===== config.mk =====
export PLATFORM = sky130hd
export DESIGN_NAME = can_transport_session_control
export DESIGN_NICKNAME = d
export VERILOG_FILES = /design/src/rtl/ctsc_pkg.sv /design/src/rtl/ctsc_fifo.sv /design/src/rtl/ctsc_front.sv /design/src/rtl/ctsc_back.sv /design/src/rtl/can_transport_session_control.sv
export SDC_FILE = /design/constraint.sdc
export NUM_CORES = 1
export LEC_CHECK = 0
export ABC_AREA = 1
export BUFFER_PORTS_ARGS = -buffer_cell sky130_fd_sc_hd__buf_4
export CAP_MARGIN = 10
export CORE_ASPECT_RATIO = 0.75
export CORE_MARGIN = 8
export CORE_UTILIZATION = 39
export CTS_CLUSTER_SIZE = 25
export DETAILED_ROUTE_END_ITERATION = 7
export PLACE_DENSITY = 0.53
export SETUP_SLACK_MARGIN = 0.15
export SYNTH_ARGS = -nofsm -noshare
export SYNTH_HDL_FRONTEND = slang
export SYNTH_HIERARCHICAL = 1
export SYNTH_SLANG_ARGS = --single-unit

===== constraint.sdc =====
create_clock -name clk -period 9.8 [get_ports clk]
set_input_delay 1.96 -clock clk [delete_from_list [all_inputs] [get_ports clk]]
set_output_delay 1.96 -clock clk [all_outputs]
set_load 0.05 [all_outputs]

===== src/rtl/ctsc_pkg.sv =====
// Package for the CAN transport session controller.
// Holds shared codes, the queued command beat and the result beat types.
// No dependencies.
`timescale 1ns / 1ps
`default_nettype none

package ctsc_pkg;

  // Default bound on segments per session
  localparam int MAX_SEGMENTS_DEF = 1024;

  // Frame kinds
  localparam logic [1:0] FT_SINGLE = 2'd0;
  localparam logic [1:0] FT_FIRST  = 2'd1;
  localparam logic [1:0] FT_CONSEC = 2'd2;
  localparam logic [1:0] FT_FLOW   = 2'd3;

  // Flow control status
  localparam logic [1:0] FS_CONT     = 2'd0;
  localparam logic [1:0] FS_WAIT     = 2'd1;
  localparam logic [1:0] FS_OVERFLOW = 2'd2;

  // Send kinds
  localparam logic [1:0] SK_NONE = 2'd0;
  localparam logic [1:0] SK_SEGS = 2'd1;
  localparam logic [1:0] SK_FC   = 2'd2;

  // Session end codes
  localparam logic [1:0] END_NONE = 2'd0;
  localparam logic [1:0] END_DONE = 2'd1;
  localparam logic [1:0] END_ERR  = 2'd2;

  // Classified beat handed from front to back
  typedef struct packed {
    logic        is_req;
    logic [1:0]  ftype;
    logic [11:0] mlen;
    logic [3:0]  seq;
    logic [1:0]  fstat;
    logic [7:0]  bsize;
    logic [7:0]  gap;
    logic [10:0] nseg;
    logic        req_bad;   // empty, oversized or wrong-kind request
    logic        bs_zero;   // block size zero: send all remaining
  } cmd_t;

  // Result beat
  typedef struct packed {
    logic [1:0]  send_kind;
    logic [9:0]  first_segment;
    logic [10:0] segment_count;
    logic [7:0]  gap_ms;
    logic [1:0]  session_end;
    logic        deliver_rx;
    logic [10:0] rx_segments;
  } res_t;

endpackage

`default_nettype wire


===== src/rtl/ctsc_fifo.sv =====
// Two-entry queue used between stages of the session controller.
// Generic data width; no package dependency.
`timescale 1ns / 1ps
`default_nettype none

module ctsc_fifo #(
  parameter int DW = 8
) (
  input  wire logic          clk,
  input  wire logic          rst_n,
  input  wire logic          wr_en,
  input  wire logic [DW-1:0] wr_data,
  output logic               full,
  input  wire logic          rd_en,
  output logic [DW-1:0]      rd_data,
  output logic               empty
);

  logic [DW-1:0] mem_r [2];
  logic          wr_ptr_r, wr_ptr_nxt;
  logic          rd_ptr_r, rd_ptr_nxt;
  logic [1:0]    cnt_r, cnt_nxt;
  logic          do_wr, do_rd;

  assign full    = (cnt_r == 2'd2);
  assign empty   = (cnt_r == 2'd0);
  assign rd_data = mem_r[rd_ptr_r];
  assign do_wr   = wr_en && !full;
  assign do_rd   = rd_en && !empty;

  // Pointer and fill bookkeeping
  always_comb begin
    wr_ptr_nxt = do_wr ? ~wr_ptr_r : wr_ptr_r;
    rd_ptr_nxt = do_rd ? ~rd_ptr_r : rd_ptr_r;
    cnt_nxt    = cnt_r;
    if (do_wr && !do_rd) begin
      cnt_nxt = cnt_r + 2'd1;
    end else if (do_rd && !do_wr) begin
      cnt_nxt = cnt_r - 2'd1;
    end
  end

  always_ff @(posedge clk) begin
    if (!rst_n) begin
      wr_ptr_r <= 1'b0;
      rd_ptr_r <= 1'b0;
      cnt_r    <= 2'd0;
    end else begin
      wr_ptr_r <= wr_ptr_nxt;
      rd_ptr_r <= rd_ptr_nxt;
      cnt_r    <= cnt_nxt;
    end
  end

  // Entry storage, no reset needed
  always_ff @(posedge clk) begin
    if (do_wr) begin
      mem_r[wr_ptr_r] <= wr_data;
    end
  end

endmodule

`default_nettype wire


===== src/rtl/ctsc_front.sv =====
// Front end: accepts input beats, classifies them and queues them for the back end.
// Depends on ctsc_pkg and ctsc_fifo.
`timescale 1ns / 1ps
`default_nettype none

module ctsc_front #(
  parameter int MAX_SEGMENTS = ctsc_pkg::MAX_SEGMENTS_DEF
) (
  input  wire logic           clk,
  input  wire logic           rst_n,
  input  wire logic           push,
  output logic                full,
  input  wire logic           in_command,
  input  wire logic [1:0]     in_frame_type,
  input  wire logic [11:0]    in_message_length,
  input  wire logic [3:0]     in_seq_num,
  input  wire logic [1:0]     in_flow_status,
  input  wire logic [7:0]     in_block_size,
  input  wire logic [7:0]     in_min_sep_time,
  input  wire logic [10:0]    in_tx_segment_count,
  input  wire logic           cq_pop,
  output ctsc_pkg::cmd_t      cq_data,
  output logic                cq_empty
);

  import ctsc_pkg::*;

  cmd_t             cmd;
  logic [$bits(cmd_t)-1:0] cq_raw;

  // Classify the beat
  always_comb begin
    cmd.is_req  = in_command;
    cmd.ftype   = in_frame_type;
    cmd.mlen    = in_message_length;
    cmd.seq     = in_seq_num;
    cmd.fstat   = in_flow_status;
    cmd.bsize   = in_block_size;
    cmd.gap     = in_min_sep_time;
    cmd.nseg    = in_tx_segment_count;
    cmd.req_bad = (in_tx_segment_count == 11'd0) ||
                  (32'(in_tx_segment_count) > 32'(MAX_SEGMENTS)) ||
                  ((in_frame_type != FT_SINGLE) && (in_frame_type != FT_FIRST));
    cmd.bs_zero = (in_block_size == 8'd0);
  end

  ctsc_fifo #(
    .DW($bits(cmd_t))
  ) u_cq (
    .clk     (clk),
    .rst_n   (rst_n),
    .wr_en   (push),
    .wr_data (cmd),
    .full    (full),
    .rd_en   (cq_pop),
    .rd_data (cq_raw),
    .empty   (cq_empty)
  );

  assign cq_data = cmd_t'(cq_raw);

endmodule

`default_nettype wire


===== src/rtl/ctsc_back.sv =====
// Back end: session state machine, one queued beat per cycle while the result queue has room, results into a queue.
// Depends on ctsc_pkg and ctsc_fifo.
`timescale 1ns / 1ps
`default_nettype none

module ctsc_back #(
  parameter int MAX_SEGMENTS = ctsc_pkg::MAX_SEGMENTS_DEF
) (
  input  wire logic           clk,
  input  wire logic           rst_n,
  input  wire ctsc_pkg::cmd_t cq_data,
  input  wire logic           cq_empty,
  output logic                cq_pop,
  input  wire logic           pop,
  output logic                empty,
  output ctsc_pkg::res_t      res
);

  import ctsc_pkg::*;

  localparam int RCW = $clog2(MAX_SEGMENTS + 1);
  localparam int LW  = (RCW + 4 > 13) ? RCW + 4 : 13;

  typedef enum logic [2:0] {
    MODE_IDLE = 3'b001,
    MODE_TX   = 3'b010,
    MODE_RX   = 3'b100
  } mode_t;

  mode_t            mode_r, mode_nxt;
  logic [10:0]      tx_next_r, tx_next_nxt;
  logic [10:0]      tx_total_r, tx_total_nxt;
  logic [3:0]       exp_seq_r, exp_seq_nxt;
  logic [11:0]      rx_len_r, rx_len_nxt;
  logic [RCW-1:0]   rx_count_r, rx_count_nxt;

  res_t             r;
  logic             oq_full;
  logic             step;
  logic [10:0]      left, cnt, tx_sum;
  logic [3:0]       seq_inc;
  logic [RCW-1:0]   rx_inc;
  logic [LW-1:0]    reach;
  logic [$bits(res_t)-1:0] oq_raw;

  assign step   = !cq_empty && !oq_full;
  assign cq_pop = step;

  // Burst sizing and receive bookkeeping
  always_comb begin
    left    = (tx_next_r < tx_total_r) ? (tx_total_r - tx_next_r) : 11'd0;
    cnt     = (cq_data.bs_zero || (11'(cq_data.bsize) > left)) ? left : 11'(cq_data.bsize);
    tx_sum  = tx_next_r + cnt;
    seq_inc = exp_seq_r + 4'd1;
    rx_inc  = rx_count_r + RCW'(1);
    // 6 + 7 * (frames before this one)
    reach   = LW'({rx_count_r, 3'b000}) - LW'(rx_count_r) + LW'(6);
  end

  // Session decisions
  always_comb begin
    mode_nxt     = mode_r;
    tx_next_nxt  = tx_next_r;
    tx_total_nxt = tx_total_r;
    exp_seq_nxt  = exp_seq_r;
    rx_len_nxt   = rx_len_r;
    rx_count_nxt = rx_count_r;
    r            = '0;

    if (cq_data.is_req) begin
      // A request drops any busy session
      if (mode_r == MODE_RX) begin
        r.deliver_rx  = 1'b1;
        r.rx_segments = 11'(rx_count_r);
      end
      mode_nxt = MODE_IDLE;
      if (cq_data.req_bad) begin
        r.session_end = END_ERR;
      end else begin
        r.send_kind     = SK_SEGS;
        r.segment_count = 11'd1;
        if (cq_data.ftype == FT_SINGLE) begin
          r.session_end = END_DONE;
        end else begin
          mode_nxt     = MODE_TX;
          tx_total_nxt = cq_data.nseg;
          tx_next_nxt  = 11'd1;
        end
      end
    end else begin
      case (mode_r)
        MODE_TX: begin
          if (cq_data.ftype != FT_FLOW || cq_data.fstat == FS_WAIT) begin
            // ignored frame
          end else if (cq_data.fstat == FS_OVERFLOW) begin
            mode_nxt      = MODE_IDLE;
            r.session_end = END_ERR;
          end else if (cnt == 11'd0) begin
            mode_nxt      = MODE_IDLE;
            r.session_end = END_DONE;
          end else begin
            r.send_kind     = SK_SEGS;
            r.first_segment = tx_next_r[9:0];
            r.segment_count = cnt;
            r.gap_ms        = cq_data.gap;
            tx_next_nxt     = tx_sum;
            if (tx_sum >= tx_total_r) begin
              mode_nxt      = MODE_IDLE;
              r.session_end = END_DONE;
            end
          end
        end
        MODE_RX: begin
          if (cq_data.ftype != FT_CONSEC ||
              rx_count_r >= RCW'(MAX_SEGMENTS)) begin
            mode_nxt      = MODE_IDLE;
            r.session_end = END_ERR;
            r.deliver_rx  = 1'b1;
            r.rx_segments = 11'(rx_count_r);
          end else begin
            exp_seq_nxt  = seq_inc;
            rx_count_nxt = rx_inc;
            if (seq_inc != cq_data.seq) begin
              mode_nxt      = MODE_IDLE;
              r.session_end = END_ERR;
              r.deliver_rx  = 1'b1;
              r.rx_segments = 11'(rx_inc);
            end else if (reach >= LW'(rx_len_r)) begin
              mode_nxt      = MODE_IDLE;
              r.session_end = END_DONE;
              r.deliver_rx  = 1'b1;
              r.rx_segments = 11'(rx_inc);
            end
          end
        end
        default: begin
          // idle: single or first frame may open reception
          if (cq_data.ftype == FT_SINGLE) begin
            rx_count_nxt  = RCW'(1);
            r.session_end = END_DONE;
            r.deliver_rx  = 1'b1;
            r.rx_segments = 11'd1;
          end else if (cq_data.ftype == FT_FIRST) begin
            mode_nxt      = MODE_RX;
            rx_count_nxt  = RCW'(1);
            rx_len_nxt    = cq_data.mlen;
            exp_seq_nxt   = 4'd0;
            r.send_kind   = SK_FC;
          end else begin
            r.session_end = END_ERR;
          end
        end
      endcase
    end
  end

  // Session state
  always_ff @(posedge clk) begin
    if (!rst_n) begin
      mode_r     <= MODE_IDLE;
      tx_next_r  <= 11'd0;
      tx_total_r <= 11'd0;
      exp_seq_r  <= 4'd0;
      rx_len_r   <= 12'd0;
      rx_count_r <= '0;
    end else if (step) begin
      mode_r     <= mode_nxt;
      tx_next_r  <= tx_next_nxt;
      tx_total_r <= tx_total_nxt;
      exp_seq_r  <= exp_seq_nxt;
      rx_len_r   <= rx_len_nxt;
      rx_count_r <= rx_count_nxt;
    end
  end

  // Result queue
  ctsc_fifo #(
    .DW($bits(res_t))
  ) u_oq (
    .clk     (clk),
    .rst_n   (rst_n),
    .wr_en   (step),
    .wr_data (r),
    .full    (oq_full),
    .rd_en   (pop),
    .rd_data (oq_raw),
    .empty   (empty)
  );

  assign res = res_t'(oq_raw);

endmodule

`default_nettype wire


===== src/rtl/can_transport_session_control.sv =====
// Top level of the CAN transport session controller.
// Depends on ctsc_pkg, ctsc_front and ctsc_back.
//
//   channel   handshake        fields
//   input     push / full      in_command .. in_tx_segment_count
//   result    empty / pop      out_send_kind .. out_rx_segments
//
// One result per input beat, sustained one beat per cycle while results are popped.
// An accepted beat lands in the command queue, and its result is then written
// into the result queue once that queue has room.
// Both queues hold two beats.
// Synchronous reset returns the session to idle with all counters cleared.
// A stalled result side fills the result queue, then the command queue, then
// raises full.
`timescale 1ns / 1ps
`default_nettype none

module can_transport_session_control #(
  parameter int MAX_SEGMENTS = ctsc_pkg::MAX_SEGMENTS_DEF
) (
  input  wire logic        clk,
  input  wire logic        rst_n,
  input  wire logic        push,
  output logic             full,
  input  wire logic        in_command,
  input  wire logic [1:0]  in_frame_type,
  input  wire logic [11:0] in_message_length,
  input  wire logic [3:0]  in_seq_num,
  input  wire logic [1:0]  in_flow_status,
  input  wire logic [7:0]  in_block_size,
  input  wire logic [7:0]  in_min_sep_time,
  input  wire logic [10:0] in_tx_segment_count,
  output logic             empty,
  input  wire logic        pop,
  output logic [1:0]       out_send_kind,
  output logic [9:0]       out_first_segment,
  output logic [10:0]      out_segment_count,
  output logic [7:0]       out_gap_ms,
  output logic [1:0]       out_session_end,
  output logic             out_deliver_rx,
  output logic [10:0]      out_rx_segments
);

  import ctsc_pkg::*;

  cmd_t cq_data;
  logic cq_empty;
  logic cq_pop;
  res_t res;

  ctsc_front #(
    .MAX_SEGMENTS(MAX_SEGMENTS)
  ) u_front (
    .clk                 (clk),
    .rst_n               (rst_n),
    .push                (push),
    .full                (full),
    .in_command          (in_command),
    .in_frame_type       (in_frame_type),
    .in_message_length   (in_message_length),
    .in_seq_num          (in_seq_num),
    .in_flow_status      (in_flow_status),
    .in_block_size       (in_block_size),
    .in_min_sep_time     (in_min_sep_time),
    .in_tx_segment_count (in_tx_segment_count),
    .cq_pop              (cq_pop),
    .cq_data             (cq_data),
    .cq_empty            (cq_empty)
  );

  ctsc_back #(
    .MAX_SEGMENTS(MAX_SEGMENTS)
  ) u_back (
    .clk      (clk),
    .rst_n    (rst_n),
    .cq_data  (cq_data),
    .cq_empty (cq_empty),
    .cq_pop   (cq_pop),
    .pop      (pop),
    .empty    (empty),
    .res      (res)
  );

  // Result beat onto ports
  assign out_send_kind     = res.send_kind;
  assign out_first_segment = res.first_segment;
  assign out_segment_count = res.segment_count;
  assign out_gap_ms        = res.gap_ms;
  assign out_session_end   = res.session_end;
  assign out_deliver_rx    = res.deliver_rx;
  assign out_rx_segments   = res.rx_segments;

endmodule

`default_nettype wire


==> results.md, run 1 <==
* Outcome: finished clean
* Clock Latency Late Sink at 530 ps
* Element type at the critical path end: register
* Crit path DAT at 6850 ps
* Leading area contributor after synthesis: edfxtp_1
* Fmax at 0.155 GHz
* Setup TNS at 0 ps
* Initial Util at 0.392
* Setup bufs post-CTS at 0
* Initial drt markers at 689
* Register area share after synthesis at 0.517
* Clock skew at 12.5 ps
* CP required at 10190 ps
* Synth-to-Final Area Change at 14.6%
* Die area at 0.0407 sq mm
* Worst slew margin at 0.377
* CP Launch Type: register
* Slew @ Worst Pin at 932 ps
* Routability Congestion at 0.889
* Largest net degree at the start of global routing at 46
* Antenna diode count at 0
* Final setup fails at 0
* CTS tree: yes
* Mapped Avg Cell Area at 10.6 sq um
* Fin crit period at 6470 ps
* Synth area leaders: edfxtp_1 (42%), mux2_4 (10%), dfxtp_1 (9.2%), ha_1 (6.0%), inv_1 (4.9%)
* WL/cell at 16.7 microns
* IO Count at 99
* Clock buffer depth at 3
* Via-to-Cell Ratio at 4.84
* Crit-path slowest cell: ha_1
* Layout net count at 1487
* Synthesized area at 0.0134 sq mm
* Syn_nets at 1384
* Crit-path max FO at 12
* Final Cycle Share at 0.660
* Chip width at 230 microns
* Met1 layer usage reported by global route at 0.238
* Die height at 177 microns
* Htree depth at 1
* Main synth FF type: edfxtp_1
* Layout fillers at 3251
* Total global-route track usage at 0.149
* Initial antenna violation count at 0
* Routed Antenna Nets at 0
* Cell variety after synth at 50
* Worst-path clk slew at 60 ps
* Post-synth EDFFs at 190
* Pre-antenna DRT Iters at 5
* Post_cts resized at 0
* CP peak stage delay at 450 ps
* Main combinational cell family by area after synthesis: simple AND/OR/NAND/NOR gates
* Cell repeated most along the worst path: nand2_1
* Grt total ovfl at 0
* Top-count cell post-synth: edfxtp_1
* Met3 Usage GRT at 0.0287
* CTS buffer count at 27
* # Max-Cap Violations at 0
* DRC at 0
* Multi-input logic area at 0.00552 sq mm
* Via count of the routed design at 8927
* Hold Violations, Final at 0
* Row count at 59
* Synth Warn # at 6
* Synth Area in Compound Gates at 0.0731
* Flops & latches, synth at 252
* PortBufs at 98
* First-pass GRT wire length at 48.5 mm
* Fraction of layout cells with a size suffix above 1 at 0.227
* HP Class: reg2reg
* GRT Max-Usage Layer: met1
* Final Max Tran Viols at 0
* Post-synth top area share at 0.424
* Ys async rst share at 0
* Simple-Gate Fraction of Synth Area at 0.144
* Setup CP Type: reg2reg
* CTS Hold Bufs at 0
* Root buf cell: clkbuf_16
* Number of cells produced by synthesis at 1265
* Commonest cells in the netlist: edfxtp_1 (190), inv_1 (177), nand2_1 (161), nor2_1 (141), mux2_4 (90)
* TritonCTS Sinks at 252
* Worst R2R Setup Slack at 3330 ps
* Synth Area in XOR/XNOR at 0.0228
* Post-Synth Adder-Cell Area at 0.0634
* RSZ-0062 raised after global routing: no
* Detail Placement HPWL at 23.0 mm
* Core ar. at 0.0343 sq mm
* Mux contribution to synthesized area at 0.105
* Grt met2 use at 0.205
* Sequential Area at 0.00695 sq mm
* Detailed Route WL at 30.9 mm
* Vias in the first global route at 8487
## final cells by class
| class | instances | share of cell area |
|---|---|---|
| clock buffer | 40 | 0.0496 |
| clock inverter | 9 | 0.00795 |
| inverter | 185 | 0.0452 |
| multi-input combinational | 797 | 0.358 |
| sequential | 252 | 0.451 |
| tap | 457 | 0.0371 |
| timing repair buffer | 105 | 0.0511 |
## through the flow
| stage | hold slack [ps] | cell area (sq um) | cells | util | setup slack (ps) |
|---|---|---|---|---|---|
| global route | 488 | 15400 | 1845 | 0.449 | 2660 |
| detailed placement | 454 | 14500 | 1796 | 0.423 | 3390 |
| CTS | 464 | 15400 | 1845 | 0.449 | 3380 |
| global placement | 450 | 14500 | 1796 | 0.423 | 3440 |
| finish | 460 | 15400 | 1845 | 0.449 | 3330 |
| floorplan | 435 | 13400 | 1265 | - | 4110 |
## critical path, delay by kind of cell, from the launching register on
family / cells / cell delay (ps)
AND/OR/NAND/NOR: 25 / 2650
adder cells (fa/ha/maj): 4 / 1360
AO/OA/AOI/OAI: 9 / 1320
buffers and inverters: 5 / 450
flip-flops: 1 / 370
XOR/XNOR: 1 / 160
## state kept, by name (all words and copies together) (netlist names), 2 cells and up, named ones only
register,cells
u_back/rx_count_r,11
u_front/u_cq/mem_r,100
u_back/exp_seq_r,4
u_back/rx_len_r,12
u_back/mode_r,3
u_back/u_oq/mem_r,90
u_back/tx_total_r,11
u_back/u_oq/cnt_r,2
u_front/u_cq/cnt_r,2
u_back/tx_next_r,11
## placed cells by master (no fill, tap or decap), types with 3 or more instances in the layout
master     count
nand2_2       32
a31oi_1        6
a221oi_1       3
clkinv_1       5
edfxtp_1     190
o22ai_1        5
nor2_2        13
mux2_2         5
bufinv_16      3
clkbuf_16     27
nand3_1       33
inv_1        177
nand3b_1       5
a21o_1         3
nor2_4         7
xor2_1        33
inv_2          5
mux2_4        90
a21oi_1       76
nand3_4        3
dfxtp_1       60
ha_1          65
o21ai_2        4
nor2_1       137
nand2_4        3
clkbuf_8       4
nand4_1       13
o21ai_0       55
o21bai_1       3
clkbuf_1       9
o32ai_1        5
or2_2          5
nand2_1      161
buf_4        105
a211oi_1       7
nor3_1         8
## routing by layer
metal,wire length (microns),vias to the layer above,part of all wire
li1,-,4491,-
met1,16700,4162,0.54
met2,11800,247,0.38
met3,1970,27,0.064
met4,453,0,0.015
met5,0,-,0
## logic make-up after synthesis
family,after synthesis
buf+inv,216
fa+ha+maj,67
xor+xnor,35
compound gates,174
flops,252
mux,95
simple gates,426
## path summary, 6_finish.rpt
check,depth (start not counted),end,start
hold reg to reg,2,u_back/rx_len_r[7]$_SDFFE_PN0P_,u_back/rx_len_r[7]$_SDFFE_PN0P_
hold / removal,2,u_back/rx_len_r[7]$_SDFFE_PN0P_,u_back/rx_len_r[7]$_SDFFE_PN0P_
setup / recovery,44,u_back/mode_r[2]$_SDFFE_PN0P_,u_back/tx_next_r[3]$_SDFFE_PN0P_
setup reg to reg,44,u_back/mode_r[2]$_SDFFE_PN0P_,u_back/tx_next_r[3]$_SDFFE_PN0P_
Power of run 1 is left out: the tool's default activity adds up to more than one toggle a clock period on the data nets, which glitch-free logic cannot reach.
==> run 2, diff against run 1 <==
PLACE_DENSITY = 0.55   (was 0.53)
clock period = 5.5 ns   (was 9.8 ns; I/O delays follow)
==> run 2 against run 1 <==
  * The run now ends with negative setup slack left
  * Hold slack better by 5.6 ps
  * Global-route usage is 0.92 points higher
  * Clock-buffer cell count is 2 lower
  * Sequential share of layout area fell by 3.8 points
  * First-iteration DRC count rose by 3.5%
  * Final cell count grew 5.9%
  * Flip-flop and latch count is the same
  * Via count rose by 5.6%
  * Maximum frequency is 15% higher
  * Wire length is 8.7% higher
  * Critical path type unchanged
==> results.md, run 2 (same netlist as run 1, synthesis figures left out) <==
* Routed Antenna Nets at 0 (unchanged)
* Layout fillers at 3164 (-2.7%)
* CTS tree: yes
* Detail Placement HPWL at 24.4 mm (+6.0%)
* Worst slew margin at 0.375 (-0.00128)
* Initial Util at 0.392 (unchanged)
* Core ar. at 0.0343 sq mm (unchanged)
* Reg2Reg Depth at 45 (+2.3%)
* Layout net count at 1593 (+7.1%)
* Setup TNS at -390 ps (-390 ps)
* Antenna diode count at 0 (unchanged)
* Die area at 0.0407 sq mm (unchanged)
* Reg-to-reg startpoint: u_back/tx_next_r[3]$_SDFFE_PN0P_
* Root buf cell: clkbuf_16
* Initial drt markers at 713 (+3.5%)
* Commonest non-fill, non-tap cell in the layout: buf_4
* Via-to-Cell Ratio at 4.83 (-0.24%)
* Crit path to: u_back/mode_r[1]$_SDFFE_PN0P_
* Pre-antenna DRT Iters at 5 (unchanged)
* # Max-Cap Violations at 0 (unchanged)
* Slew @ Worst Pin at 935 ps (+3.14 ps)
* Worst-path clk slew at 70 ps (about the same)
* Synth-to-Final Area Change at 25.4%
* Via count of the routed design at 9427 (+5.6%)
* Element type at the critical path end: register
* Htree depth at 1 (unchanged)
* First-pass GRT wire length at 51.1 mm (+5.4%)
* Crit path DAT at 6030 ps (-820 ps)
* Clock Latency Late Sink at 560 ps (+30 ps)
* Grt total ovfl at 0 (unchanged)
* Total global-route track usage at 0.158 (+0.00923)
* TritonCTS Sinks at 252 (unchanged)
* Fin crit period at 5610 ps (-859 ps)
* Clock buffer depth at 3 (unchanged)
* WL/cell at 17.2 microns (+2.7%)
* CP required at 5920 ps (-4270 ps)
* Failing checks: negative setup slack
* Final Max Tran Viols at 0 (unchanged)
* Fmax at 0.178 GHz (+15%)
* Worst R2R Setup Slack at -110 ps (-3440 ps)
* PortBufs at 98 (unchanged)
* Routability Congestion at 0.872 (-1.9%)
* Clock skew at 15.7 ps (+3.19 ps)
* Most frequent cells in the layout: buf_4 (203), edfxtp_1 (190), inv_1 (160), nand2_1 (142), nor2_1 (130)
* Chip width at 230 microns (unchanged)
* Final setup fails at 5 (+5)
* Final Cycle Share at 1.02 (+0.360)
* Initial antenna violation count at 0 (unchanged)
* Largest regs: u_front/u_cq/mem_r: 100 flops, u_back/u_oq/mem_r: 90 flops, u_back/rx_len_r: 12 flops
* Vias in the first global route at 9034 (+6.4%)
* CTS buffer count at 28 (+3.7%)
* Fraction of layout cells with a size suffix above 1 at 0.352 (+0.125)
* IO Count at 99 (unchanged)
* Detailed Route WL at 33.6 mm (+8.7%)
* Setup CP Type: reg2reg
* Reg with most FFs: u_front/u_cq/mem_r
* CP peak stage delay at 360 ps (-90 ps)
* Largest register FFs at 100 (unchanged)
* CP Launch Type: register
* Crit-path max FO at 6 (-6)
* Largest net degree at the start of global routing at 46 (unchanged)
* Final setup margin at -107 ps (-3440 ps)
* Die height at 177 microns (unchanged)
* Hold Violations, Final at 0 (unchanged)
* Row count at 59 (unchanged)
* RR Endpoint: u_back/mode_r[1]$_SDFFE_PN0P_
* RSZ-0062 raised after global routing: yes
* HP Class: reg2reg
* Hold path startpoint: u_back/mode_r[1]$_SDFFE_PN0P_
* Crit-path slowest cell: dfxtp_2
* Outcome: finished with violations
* Worst Setup SP: u_back/tx_next_r[3]$_SDFFE_PN0P_
* DRC at 0 (unchanged)
[run 2: changes by cell type in the layout (fill, tap and decap cells not counted), sizes merged]
cell / delta
bufinv: +1
buf: +104
clkbuf: -2
clkinv: +3
clkinvlp: +1
nand2: +1
[run 2: critical path, delay by kind of cell (launching register included)]
family | cells | cell delay, ps
and+or+nand+nor | 27 | 2220
AOI/OAI and AO/OA | 8 | 1110
adders and majority gates | 4 | 1070
buffers and inverters | 5 | 480
DFF | 1 | 360
xor gates and xnor gates | 1 | 190
[run 2: worst min path at each step]
stage	endpoint	slack (ps)	cells past startpoint
2_1_floorplan	u_back/rx_len_r[1]$_SDFFE_PN0P_	430	2
3_3_place_gp	u_back/mode_r[1]$_SDFFE_PN0P_	450	2
3_5_place_dp	u_back/rx_len_r[10]$_SDFFE_PN0P_	460	2
4_1_cts	u_back/rx_len_r[3]$_SDFFE_PN0P_	470	2
5_1_grt	u_back/rx_len_r[4]$_SDFFE_PN0P_	480	2
6_report	u_back/mode_r[1]$_SDFFE_PN0P_	470	2
[run 2: final cells by class]
cell class	count	area [sq um]	share of cell area
inverters	185	709	0.0420
multi-input cells	798	6070	0.360
clock inverters	14	184	0.0109
repair buffers	209	1590	0.0943
flip-flops and latches	252	6970	0.413
well taps	457	572	0.0339
clock buffers	38	778	0.0461
[run 2: layer usage]
layer  vias to the layer above  track usage  wire length, microns
met1                      4457        0.254                 18200
met3                        45       0.0293                  1850
met4                         0       0.0377                   675
met2                       228        0.212                 12900
li1                       4697            -                     -
met5                         -            0                     0
[run 2: repair_timing]
item,4_1_cts,5_1_grt
endpoints found under the setup margin,5,7
gates cloned,1,0
pin swaps,40,50
gates resized for setup,61,50
buffers inserted,21,10
hold buffers,0,0
[run 2: stage by stage]
stage,hold slack (ps),instance area [sq um],setup WS [ps],instances,util
final,465,16900,-107,1953,0.491
after global routing,478,16900,-449,1953,0.491
after CTS,469,16600,-35.4,1943,0.483
after detailed placement,459,15200,-315,1869,0.444
after global placement,451,15200,-215,1869,0.444
after floorplan,435,13600,205,1265,-
Power of run 2 is left out for the same reason.
